## config.mk

```make
export PLATFORM = sky130hd
export DESIGN_NAME = button_box_socd_stick_mapper_core_flat
export DESIGN_NICKNAME = d
export VERILOG_FILES = /design/src/bbsm_pkg.sv /design/src/bbsm_if.sv /design/src/button_box_socd_stick_mapper_core.sv /design/src/bbsm_socd.sv /design/src/bbsm_map.sv /design/src/flat_wrapper.sv
export SDC_FILE = /design/constraint.sdc
export NUM_CORES = 1
export LEC_CHECK = 0
export BUFFER_PORTS_ARGS = -buffer_cell sky130_fd_sc_hd__buf_4
export CAP_MARGIN = 20
export CELL_PAD_IN_SITES_DETAIL_PLACEMENT = 1
export CELL_PAD_IN_SITES_GLOBAL_PLACEMENT = 2
export CORE_UTILIZATION = 33
export CTS_BUF_LIST = sky130_fd_sc_hd__clkbuf_4 sky130_fd_sc_hd__clkbuf_8
export DETAILED_ROUTE_END_ITERATION = 7
export PLACE_DENSITY_LB_ADDON = 0.1
export SLEW_MARGIN = 20
export SYNTH_ARGS = -nofsm -noshare
export SYNTH_HDL_FRONTEND = slang
export SYNTH_SLANG_ARGS = --single-unit
export TNS_END_PERCENT = 5
```

## constraint.sdc

```tcl
create_clock -name clock -period 9.9 [get_ports clock]
set_clock_uncertainty 0.2 [all_clocks]
set_input_delay 2.97 -clock clock [delete_from_list [all_inputs] [get_ports clock]]
set_output_delay 2.97 -clock clock [all_outputs]
set_load 0.05 [all_outputs]
```

## src/bbsm_pkg.sv

```systemverilog
// Shared types and constants for the button box stick mapper.
`default_nettype none
package bbsm_pkg;

   localparam int unsigned CSR_ADDR_W = 4;
   localparam int unsigned CSR_DATA_W = 32;

   // Register indexes, taken from paddr[3:2].
   localparam logic [1:0] REG_TRUE_Z_PRESS   = 2'd0;
   localparam logic [1:0] REG_LEDGEDASH_SOCD = 2'd1;
   localparam logic [1:0] REG_LS_IS_DTAUNT   = 2'd2;

   localparam logic [7:0] STICK_CENTER  = 8'd128;
   localparam logic [7:0] STICK_FULL    = 8'd228;
   localparam logic [7:0] TRIGGER_FULL  = 8'd140;
   localparam logic [7:0] TRIGGER_LIGHT = 8'd49;

   typedef struct packed {
      logic true_z_press;
      logic ledgedash_socd;
      logic ls_is_dtaunt;
   } bbsm_cfg_type;

   typedef struct packed {
      logic [4:0] dir_buttons;
      logic [5:0] modifier_buttons;
      logic [3:0] cstick_buttons;
      logic [5:0] face_buttons;
   } bbsm_req_type;

   // Cleaned directions plus the raw left-and-right condition.
   typedef struct packed {
      logic left;
      logic right;
      logic up;
      logic down;
      logic lr_both;
   } bbsm_dir_type;

   typedef struct packed {
      logic [7:0] stick_x;
      logic [7:0] stick_y;
      logic [7:0] cstick_x;
      logic [7:0] cstick_y;
      logic [7:0] trigger_left;
      logic [7:0] trigger_right;
      logic [3:0] dpad_bits;
      logic [7:0] report_buttons;
   } bbsm_rsp_type;

   // Reflects a stick byte about the center: (256 - b) mod 256.
   function automatic logic [7:0] mirror_byte(input logic [7:0] b);
      mirror_byte = 8'(-b);
   endfunction

endpackage
`default_nettype wire

```

## src/bbsm_if.sv

```systemverilog
// Valid/ready channel interfaces for button snapshots and controller reports.
`default_nettype none
interface bbsm_req_if;
   logic       valid;
   logic       ready;
   logic [4:0] dir_buttons;
   logic [5:0] modifier_buttons;
   logic [3:0] cstick_buttons;
   logic [5:0] face_buttons;

   modport source (output valid, dir_buttons, modifier_buttons, cstick_buttons,
                   face_buttons, input ready);
   modport sink (input valid, dir_buttons, modifier_buttons, cstick_buttons,
                 face_buttons, output ready);
endinterface

interface bbsm_rsp_if;
   logic       valid;
   logic       ready;
   logic [7:0] stick_x;
   logic [7:0] stick_y;
   logic [7:0] cstick_x;
   logic [7:0] cstick_y;
   logic [7:0] trigger_left;
   logic [7:0] trigger_right;
   logic [3:0] dpad_bits;
   logic [7:0] report_buttons;

   modport source (output valid, stick_x, stick_y, cstick_x, cstick_y, trigger_left,
                   trigger_right, dpad_bits, report_buttons, input ready);
   modport sink (input valid, stick_x, stick_y, cstick_x, cstick_y, trigger_left,
                 trigger_right, dpad_bits, report_buttons, output ready);
endinterface
`default_nettype wire

```

## src/button_box_socd_stick_mapper_core.sv

```systemverilog
// Top level of the button box SOCD stick mapper: input stage, mapping, report register.
`default_nettype none
// A transaction accepted into the input register moves on into the report register,
// where it is presented as a report until it is taken. Throughput, while reports are
// taken: one transaction per cycle; the input stage refills in the cycle it drains.
// The rate is set by the single input register and the single report register.
// Reset (synchronous, active high) empties both stages, clears the lockout state
// and loads the registers with true_z_press = 1, ledgedash_socd = 0, ls_is_dtaunt = 1.
module button_box_socd_stick_mapper_core (
   input  wire logic                              clock,
   input  wire logic                              reset,
   bbsm_req_if.sink                               req_bus,
   bbsm_rsp_if.source                             rsp_bus,
   input  wire logic                              psel,
   input  wire logic                              penable,
   input  wire logic                              pwrite,
   input  wire logic [bbsm_pkg::CSR_ADDR_W-1:0]   paddr,
   input  wire logic [bbsm_pkg::CSR_DATA_W-1:0]   pwdata,
   output logic      [bbsm_pkg::CSR_DATA_W-1:0]   prdata,
   output logic                                   pready
);
   import bbsm_pkg::*;

   // Configuration registers. The APB port never stalls, so pready is tied high.
   // A write lands on the access cycle; only bit 0 of the write data is kept.
   bbsm_cfg_type cfg_ff, cfg_in;
   logic         cfg_write;
   logic [1:0]   reg_index;

   assign pready    = 1'b1;
   assign cfg_write = psel & penable & pwrite;
   assign reg_index = paddr[3:2];

   always_comb begin
      cfg_in = cfg_ff;
      if (cfg_write) begin
         case (reg_index)
            REG_TRUE_Z_PRESS:   cfg_in.true_z_press   = pwdata[0];
            REG_LEDGEDASH_SOCD: cfg_in.ledgedash_socd = pwdata[0];
            REG_LS_IS_DTAUNT:   cfg_in.ls_is_dtaunt   = pwdata[0];
            default:            cfg_in = cfg_ff;
         endcase
      end
   end

   always_comb begin
      case (reg_index)
         REG_TRUE_Z_PRESS:   prdata = CSR_DATA_W'(cfg_ff.true_z_press);
         REG_LEDGEDASH_SOCD: prdata = CSR_DATA_W'(cfg_ff.ledgedash_socd);
         REG_LS_IS_DTAUNT:   prdata = CSR_DATA_W'(cfg_ff.ls_is_dtaunt);
         default:            prdata = '0;
      endcase
   end

   always_ff @(posedge clock) begin
      if (reset) begin
         cfg_ff <= '{true_z_press: 1'b1, ledgedash_socd: 1'b0, ls_is_dtaunt: 1'b1};
      end else begin
         cfg_ff <= cfg_in;
      end
   end

   // Two-stage pipeline. The input stage holds one accepted transaction; it moves
   // into the report register whenever that register is empty or being drained,
   // so a waiting report blocks new snapshots only once the input stage is full too.
   logic         s1_valid_ff, s1_valid_in;
   bbsm_req_type s1_req_ff;
   logic         rsp_valid_ff, rsp_valid_in;
   bbsm_rsp_type rsp_data_ff, rsp_data;
   logic         req_accept, rsp_load;
   bbsm_dir_type dirs;

   assign rsp_load       = s1_valid_ff & (~rsp_valid_ff | rsp_bus.ready);
   assign req_bus.ready  = ~s1_valid_ff | rsp_load;
   assign req_accept     = req_bus.valid & req_bus.ready;

   always_comb begin
      s1_valid_in = s1_valid_ff;
      if (req_accept) s1_valid_in = 1'b1;
      else if (rsp_load) s1_valid_in = 1'b0;

      rsp_valid_in = rsp_valid_ff;
      if (rsp_load) rsp_valid_in = 1'b1;
      else if (rsp_bus.ready) rsp_valid_in = 1'b0;
   end

   always_ff @(posedge clock) begin
      if (reset) begin
         s1_valid_ff  <= 1'b0;
         rsp_valid_ff <= 1'b0;
      end else begin
         s1_valid_ff  <= s1_valid_in;
         rsp_valid_ff <= rsp_valid_in;
      end
   end

   always_ff @(posedge clock) begin
      if (req_accept) begin
         s1_req_ff <= '{dir_buttons:      req_bus.dir_buttons,
                        modifier_buttons: req_bus.modifier_buttons,
                        cstick_buttons:   req_bus.cstick_buttons,
                        face_buttons:     req_bus.face_buttons};
      end
      if (rsp_load) begin
         rsp_data_ff <= rsp_data;
      end
   end

   // The lockout state advances exactly once per transaction, when it leaves the
   // input stage, so every snapshot sees the state left by the one before it.
   bbsm_socd u_socd (
      .clock       (clock),
      .reset       (reset),
      .advance     (rsp_load),
      .dir_buttons (s1_req_ff.dir_buttons),
      .dirs        (dirs)
   );

   bbsm_map u_map (
      .cfg  (cfg_ff),
      .dirs (dirs),
      .req  (s1_req_ff),
      .rsp  (rsp_data)
   );

   assign rsp_bus.valid          = rsp_valid_ff;
   assign rsp_bus.stick_x        = rsp_data_ff.stick_x;
   assign rsp_bus.stick_y        = rsp_data_ff.stick_y;
   assign rsp_bus.cstick_x       = rsp_data_ff.cstick_x;
   assign rsp_bus.cstick_y       = rsp_data_ff.cstick_y;
   assign rsp_bus.trigger_left   = rsp_data_ff.trigger_left;
   assign rsp_bus.trigger_right  = rsp_data_ff.trigger_right;
   assign rsp_bus.dpad_bits      = rsp_data_ff.dpad_bits;
   assign rsp_bus.report_buttons = rsp_data_ff.report_buttons;

   // A held input transaction stays until it moves to the report register.
   a_s1_holds: assert property (@(posedge clock) disable iff (reset)
      (s1_valid_ff && !rsp_load) |=> s1_valid_ff)
      else $error("input stage lost a transaction");

   // Loading the report register always yields a valid report next cycle.
   a_load_shows: assert property (@(posedge clock) disable iff (reset)
      rsp_load |=> rsp_valid_ff)
      else $error("report missing after load");

   // The input stage only takes a new transaction when it is empty or draining.
   a_no_overwrite: assert property (@(posedge clock) disable iff (reset)
      (req_accept && s1_valid_ff) |-> rsp_load)
      else $error("input stage overwritten");

endmodule
`default_nettype wire

```

## src/bbsm_socd.sv

```systemverilog
// SOCD cleaning with the up/down lockout state.
`default_nettype none
module bbsm_socd (
   input  wire logic                  clock,
   input  wire logic                  reset,
   input  wire logic                  advance,
   input  wire logic [4:0]            dir_buttons,
   output bbsm_pkg::bbsm_dir_type     dirs
);
   import bbsm_pkg::*;

   logic raw_l, raw_r, raw_u, raw_d;
   logic prev_up_ff, prev_down_ff, up_locked_ff, down_locked_ff;
   logic prev_up_in, prev_down_in, up_locked_in, down_locked_in;

   assign raw_l = dir_buttons[0];
   assign raw_r = dir_buttons[1];
   assign raw_u = dir_buttons[2] | dir_buttons[3];
   assign raw_d = dir_buttons[4];

   // A lock engages on the direction that was already held when its opposite
   // joins, and holds until that direction is released.
   always_comb begin
      up_locked_in   = raw_u & (up_locked_ff |
                                (prev_up_ff & raw_d & ~prev_down_ff));
      down_locked_in = raw_d & (down_locked_ff |
                                (prev_down_ff & raw_u & ~prev_up_ff));
      prev_up_in     = raw_u;
      prev_down_in   = raw_d;
   end

   always_comb begin
      dirs.lr_both = raw_l & raw_r;
      dirs.left    = raw_l & ~raw_r;
      dirs.right   = raw_r & ~raw_l;
      dirs.up      = raw_u & ~up_locked_in;
      dirs.down    = raw_d & ~down_locked_in;
   end

   always_ff @(posedge clock) begin
      if (reset) begin
         prev_up_ff     <= 1'b0;
         prev_down_ff   <= 1'b0;
         up_locked_ff   <= 1'b0;
         down_locked_ff <= 1'b0;
      end else if (advance) begin
         prev_up_ff     <= prev_up_in;
         prev_down_ff   <= prev_down_in;
         up_locked_ff   <= up_locked_in;
         down_locked_ff <= down_locked_in;
      end
   end

   // The two locks exclude each other.
   a_locks_exclusive: assert property (@(posedge clock) disable iff (reset)
      !(up_locked_ff && down_locked_ff))
      else $error("up and down locked together");

   // A lock only stands while its direction was held on the last transaction.
   a_up_lock_held: assert property (@(posedge clock) disable iff (reset)
      up_locked_ff |-> prev_up_ff)
      else $error("up lock without up held");

   a_down_lock_held: assert property (@(posedge clock) disable iff (reset)
      down_locked_ff |-> prev_down_ff)
      else $error("down lock without down held");

   // The cleaned up direction never survives its own lock.
   a_lock_masks: assert property (@(posedge clock) disable iff (reset)
      (advance && up_locked_ff && raw_u) |-> !dirs.up)
      else $error("locked up passed through");

endmodule
`default_nettype wire

```

## src/bbsm_map.sv

```systemverilog
// Maps cleaned directions and buttons to stick, trigger, d-pad and button fields.
`default_nettype none
module bbsm_map (
   input  bbsm_pkg::bbsm_cfg_type  cfg,
   input  bbsm_pkg::bbsm_dir_type  dirs,
   input  bbsm_pkg::bbsm_req_type  req,
   output bbsm_pkg::bbsm_rsp_type  rsp
);
   import bbsm_pkg::*;

   logic sl, sr, mx, my, ls, ms;
   logic cu, cd, cl, cr;
   logic vert, horiz, cvert, choriz;
   logic [7:0] x, y, cx, cy, tl;
   logic [3:0] dp;
   logic [7:0] btn;

   assign sl = req.modifier_buttons[0];
   assign sr = req.modifier_buttons[1];
   assign mx = req.modifier_buttons[2];
   assign my = req.modifier_buttons[3];
   assign ls = req.modifier_buttons[4];
   assign ms = req.modifier_buttons[5];
   assign cu = req.cstick_buttons[0];
   assign cd = req.cstick_buttons[1];
   assign cl = req.cstick_buttons[2];
   assign cr = req.cstick_buttons[3];

   assign vert   = dirs.up | dirs.down;
   assign horiz  = dirs.left | dirs.right;
   assign cvert  = cu ^ cd;
   assign choriz = cl ^ cr;

   // Main stick magnitudes for the first quadrant; signs applied afterward.
   always_comb begin
      x = STICK_CENTER;
      y = STICK_CENTER;
      if (vert && horiz) begin
         if (sl || sr) begin
            if (mx == my) begin x = 8'd198; y = 8'd198; end
            else if (mx)  begin x = 8'd200; y = 8'd159; end
            else          begin x = 8'd172; y = 8'd200; end
         end else if (mx != my) begin
            if (mx) begin
               if (cd)      begin x = 8'd210; y = 8'd164; end
               else if (cl) begin x = 8'd212; y = 8'd178; end
               else if (cu) begin x = 8'd205; y = 8'd183; end
               else if (cr) begin x = 8'd200; y = 8'd189; end
               else         begin x = 8'd198; y = 8'd162; end
            end else begin
               if (cd)      begin x = 8'd162; y = 8'd210; end
               else if (cl) begin x = 8'd168; y = 8'd212; end
               else if (cu) begin x = 8'd183; y = 8'd205; end
               else if (cr) begin x = 8'd190; y = 8'd200; end
               else         begin x = 8'd156; y = 8'd186; end
            end
         end else begin
            x = 8'd198;
            y = 8'd198;
         end
      end else if (horiz) begin
         if (mx == my) x = STICK_FULL;
         else if (mx)  x = 8'd198;
         else          x = 8'd163;
      end else if (vert) begin
         if (mx == my) y = STICK_FULL;
         else if (mx)  y = 8'd188;
         else          y = 8'd198;
      end
      if (cfg.ledgedash_socd && dirs.lr_both) x = STICK_FULL;
      if (horiz && !dirs.right) x = mirror_byte(x);
      if (vert && !dirs.up) y = mirror_byte(y);
   end

   // C-stick is centered when both modifiers are held.
   always_comb begin
      cx = STICK_CENTER;
      cy = STICK_CENTER;
      if (mx && my) begin
         cx = STICK_CENTER;
         cy = STICK_CENTER;
      end else if (cvert && choriz) begin
         cx = 8'd180;
         cy = 8'd213;
      end else if (choriz) begin
         if (mx) begin
            cx = 8'd212;
            cy = dirs.up ? 8'd159 : 8'd97;
         end else begin
            cx = STICK_FULL;
         end
      end else if (cvert) begin
         cy = STICK_FULL;
      end
      if (choriz && cl) cx = mirror_byte(cx);
      if (cvert && cd) cy = mirror_byte(cy);
   end

   always_comb begin
      dp = (mx && my) ? req.cstick_buttons : 4'b0000;
      if (ms) dp[0] = 1'b1;
      if (ls && cfg.ls_is_dtaunt) dp[1] = 1'b1;

      tl = sl ? TRIGGER_FULL : 8'd0;
      if (ls && !cfg.ls_is_dtaunt) tl = TRIGGER_LIGHT;

      btn = {req.face_buttons[5], sr, sl, 1'b0, req.face_buttons[3:0]};
      if (req.face_buttons[4]) begin
         if (cfg.true_z_press) begin
            btn[4] = 1'b1;
         end else begin
            tl     = TRIGGER_LIGHT;
            btn[0] = 1'b1;
         end
      end
   end

   always_comb begin
      rsp.stick_x        = x;
      rsp.stick_y        = y;
      rsp.cstick_x       = cx;
      rsp.cstick_y       = cy;
      rsp.trigger_left   = tl;
      rsp.trigger_right  = sr ? TRIGGER_FULL : 8'd0;
      rsp.dpad_bits      = dp;
      rsp.report_buttons = btn;
   end

endmodule
`default_nettype wire
```

## src/flat_wrapper.sv

```systemverilog
// flat-port wrapper written by rule: the top's interface ports become plain ports
module button_box_socd_stick_mapper_core_flat import bbsm_pkg::*;
  (clock, reset, psel, penable, pwrite, paddr, pwdata, prdata, pready, req_bus_valid, req_bus_dir_buttons, req_bus_modifier_buttons, req_bus_cstick_buttons, req_bus_face_buttons, req_bus_ready, rsp_bus_valid, rsp_bus_stick_x, rsp_bus_stick_y, rsp_bus_cstick_x, rsp_bus_cstick_y, rsp_bus_trigger_left, rsp_bus_trigger_right, rsp_bus_dpad_bits, rsp_bus_report_buttons, rsp_bus_ready);
  bbsm_req_if req_bus_i ();
  bbsm_rsp_if rsp_bus_i ();
  input  wire logic clock;
  input  wire logic reset;
  input  wire logic psel;
  input  wire logic penable;
  input  wire logic pwrite;
  input  wire logic [bbsm_pkg::CSR_ADDR_W-1:0] paddr;
  input  wire logic [bbsm_pkg::CSR_DATA_W-1:0] pwdata;
  output logic      [bbsm_pkg::CSR_DATA_W-1:0] prdata;
  output logic pready;
  input wire logic [$bits(req_bus_i.valid)-1:0] req_bus_valid;
  input wire logic [$bits(req_bus_i.dir_buttons)-1:0] req_bus_dir_buttons;
  input wire logic [$bits(req_bus_i.modifier_buttons)-1:0] req_bus_modifier_buttons;
  input wire logic [$bits(req_bus_i.cstick_buttons)-1:0] req_bus_cstick_buttons;
  input wire logic [$bits(req_bus_i.face_buttons)-1:0] req_bus_face_buttons;
  output wire logic [$bits(req_bus_i.ready)-1:0] req_bus_ready;
  output wire logic [$bits(rsp_bus_i.valid)-1:0] rsp_bus_valid;
  output wire logic [$bits(rsp_bus_i.stick_x)-1:0] rsp_bus_stick_x;
  output wire logic [$bits(rsp_bus_i.stick_y)-1:0] rsp_bus_stick_y;
  output wire logic [$bits(rsp_bus_i.cstick_x)-1:0] rsp_bus_cstick_x;
  output wire logic [$bits(rsp_bus_i.cstick_y)-1:0] rsp_bus_cstick_y;
  output wire logic [$bits(rsp_bus_i.trigger_left)-1:0] rsp_bus_trigger_left;
  output wire logic [$bits(rsp_bus_i.trigger_right)-1:0] rsp_bus_trigger_right;
  output wire logic [$bits(rsp_bus_i.dpad_bits)-1:0] rsp_bus_dpad_bits;
  output wire logic [$bits(rsp_bus_i.report_buttons)-1:0] rsp_bus_report_buttons;
  input wire logic [$bits(rsp_bus_i.ready)-1:0] rsp_bus_ready;
  assign req_bus_i.valid = req_bus_valid;
  assign req_bus_i.dir_buttons = req_bus_dir_buttons;
  assign req_bus_i.modifier_buttons = req_bus_modifier_buttons;
  assign req_bus_i.cstick_buttons = req_bus_cstick_buttons;
  assign req_bus_i.face_buttons = req_bus_face_buttons;
  assign req_bus_ready = req_bus_i.ready;
  assign rsp_bus_valid = rsp_bus_i.valid;
  assign rsp_bus_stick_x = rsp_bus_i.stick_x;
  assign rsp_bus_stick_y = rsp_bus_i.stick_y;
  assign rsp_bus_cstick_x = rsp_bus_i.cstick_x;
  assign rsp_bus_cstick_y = rsp_bus_i.cstick_y;
  assign rsp_bus_trigger_left = rsp_bus_i.trigger_left;
  assign rsp_bus_trigger_right = rsp_bus_i.trigger_right;
  assign rsp_bus_dpad_bits = rsp_bus_i.dpad_bits;
  assign rsp_bus_report_buttons = rsp_bus_i.report_buttons;
  assign rsp_bus_i.ready = rsp_bus_ready;
  button_box_socd_stick_mapper_core u_core (.clock(clock), .reset(reset), .req_bus(req_bus_i), .rsp_bus(rsp_bus_i), .psel(psel), .penable(penable), .pwrite(pwrite), .paddr(paddr), .pwdata(pwdata), .prdata(prdata), .pready(pready));
endmodule
```

==> flow_summary.ini <==
[yosys]
syn_inst = 380
synth.area.top_cells = edfxtp_1 47%, buf_4 8.6%, dfxtp_1 4.3%
seq_area_frac_synth_pct = 51.11
yosys_register_bits = 74
postSynth.asyncResetShare_pct = 0
synth_ff_type = edfxtp_1
synthesis.area_sq_mm = 0.004172
synth_top_cell_by_area = edfxtp_1
synth_cell_type_count = 63
synth_edf_count = 65
avgSynthCellArea_sq_um = 10.98
synth_top_area_share_pct = 46.79
ys_warn_count = 0

[critical_path]
cpMaxStageDelayCell = nor2b_1
cpMostUsedCell = buf_4
cp_cell_sequence = buf_4 -> nor2b_1 -> nand2_1 -> buf_4
cpLargestDelayFamily = simple AND/OR/NAND/NOR gates
worst_setup_path_start_kind = primary input
max_stage_delay_ns = 0.31
reg2regPathDepth = 10
r2r-start = u_core.s1_req_ff[12]
cp.buffers_inverters = 2
rrSetupSlack_ns = 5.77
required_ns = 6.73
cp-end-kind = primary output
cp_max_fo = 4
arrival_ns = 3.71
reg2reg_to = u_core.rsp_bus.stick_y[6]
critPathKind = in -> out

[die]
row_count = 40
start_util_pct = 34.30
die_area_sq_mm = 0.01309
fp.dieW_um = 114.4
die_y_um = 114.4
coreArea_sq_mm = 0.01216
ios = 159

[clock_network]
ctsResizeCount = 0
clk_pin_slew_ns = 0.07
cts_hold_buf = 0
clkSinkCount = 74
clk_path_buf_depth = 2
post_cts_buffers = 0
cts_buffers = 9
htree_num_levels = 3
clockRootBuffer = clkbuf_8
cts_tree = done
clock_latency_ns = 0.37

[drt]
ant_nets = 0
firstDrtPassIters = 4
route.vias.total = 2906
highest_layer = met4
met3WireLength_um = 470
route.detailed.drc = 0
met1Wirelength_mm = 4.237
wl_met2_mm = 4.379
routedWlPerCell_um = 14.89
drt_wl_total_mm = 9.262
drt-vias-per-instance = 4.672
drt_iter0_drc = 154

[sta]
finalHoldViolCount = 0
setup_viol = 0
worst_slew_pin_slew_ns = 1.021
relSlewSlack_pct = 31.93
tns_ns = 0
period_minus_slack_ns = 6.881
finalCritPeriodShare_pct = 69.51
slew_violations = 0
rsz0062_at_grt = false
layout_setup_ws_ns = 3.019
max_freq_ghz = 0.1453

[job]
cap_viol_max_count = 0

[finish]
diodes = 0
final_common_cell = buf_4
drive_above_1_share_pct = 26.87
final_nets = 525
final_cells = 622
syn_to_final_growth_pct = 17.94
layout_common_cells = 85 x buf_4, 65 x edfxtp_1, 41 x conb_1
multi_input_area_sq_mm = 0.001684
seq_area_sq_mm = 0.002132
fillers = 1364

[grt]
grt_pass1_wl_mm = 14.77
grt_use_total_pct = 15.03
gr-total-overflow = 0
antenna_found_initial = 0
first_global_vias = 2851
grt_max_degree = 52

[outcome]
status = completed

[power_and_ir_drop]
power_uw = 812.6
p_per_area_mw_per_mm2 = 165.2
leakagePower_nw = 1.949
ir_worst_vdd_v = 0.00009380

[min_path]
hold_end = u_core.rsp_bus.report_buttons[7]
min_path_cells = 0
min_path_type = reg -> reg
hold_start = u_core.s1_req_ff[5]

[placed_design]
dp_slack_ns = 3.003
io_buffers = 84
dpl.hpwl_mm = 6.762
place_inst = 606
gp_congestion = 0.7804
## cell families after synthesis
logic type | synth area share (%)
fa+ha+maj | 3.599
compound gates | 13.38
xor+xnor | 2.100
flops | 51.11
other cells | 0.1800
mux | 3.119
buf+inv | 12.21
simple gates | 14.31
## per-stage QoR
step / hold WS [ns] / utilization, % / instance area [sq um]
global route: 0.2326 / 40.45 / 4920
finish: 0.2213 / 40.45 / 4920
floorplan: 0.2003 / - / 4318
global placement: 0.2006 / 38.85 / 4725
detailed placement: 0.2063 / 38.85 / 4725
CTS: 0.2241 / 40.45 / 4920
## final cells by class
cell class / count / share of cell area [%]
sequential: 74 / 43.34
tap: 168 / 4.273
multi-input combinational: 263 / 34.23
timing repair buffer: 85 / 12.97
inverter: 16 / 1.221
clock inverter: 5 / 1.144
clock buffer: 11 / 2.823
## synthesized netlist by cell type, types with 3 or more instances
master     n
nor2_1    21
nor3_1     7
buf_4     48
clkbuf_1  11
a211oi_1   5
nand2_1   28
dfxtp_1    9
or3_1      4
o21ai_0   22
nor2b_1    9
nand2b_1   9
ha_1      12
and2_1     7
a31oi_1    5
nand3_1    5
buf_2      5
mux2_2     4
a21oi_1    8
edfxtp_1  65
and3_1     3
mux2i_1    7
or2_2      3
a21o_1     3
o211ai_1   7
o21a_1     4
inv_1     15
xnor2_1    9
## registers in the layout (all words and copies together) (netlist names), 3 cells and up
signal	count
u_core.s1_req_ff	21
u_core.rsp_bus.cstick_y	8
u_core.rsp_bus.report_buttons	8
u_core.rsp_bus.stick_x	8
u_core.rsp_bus.stick_y	8
u_core.rsp_bus.cstick_x	6
u_core.rsp_bus.dpad_bits	4
u_core.cfg_ff	3
## power by group
group	internal, mW	switching (mW)	leakage [nW]
sequential	0.362	0.0111	0.688
combinational	0.0577	0.142	1.16
clock	0.122	0.118	0.100
total	0.541	0.271	1.95
## per-layer routing
layer | vias to the layer above | GRT usage [%]
met3 | 11 | 3.864
met1 | 1410 | 18.98
met4 | 0 | 6.753
li1 | 1407 | -
met2 | 78 | 24.20
met5 | - | 0
## how the worst max path moves through the flow
stage                  startpoint       endpoint  slack, ns  cells past startpoint
floorplan                paddr[2]      prdata[0]       2.57                      2
global placement    rsp_bus_ready  req_bus_ready       3.05                      4
detailed placement  rsp_bus_ready  req_bus_ready       3.00                      4
CTS                 rsp_bus_ready  req_bus_ready       3.01                      4
global route        rsp_bus_ready  req_bus_ready       2.95                      4
finish              rsp_bus_ready  req_bus_ready       3.02                      4
Power figures use the tool's default switching activity.
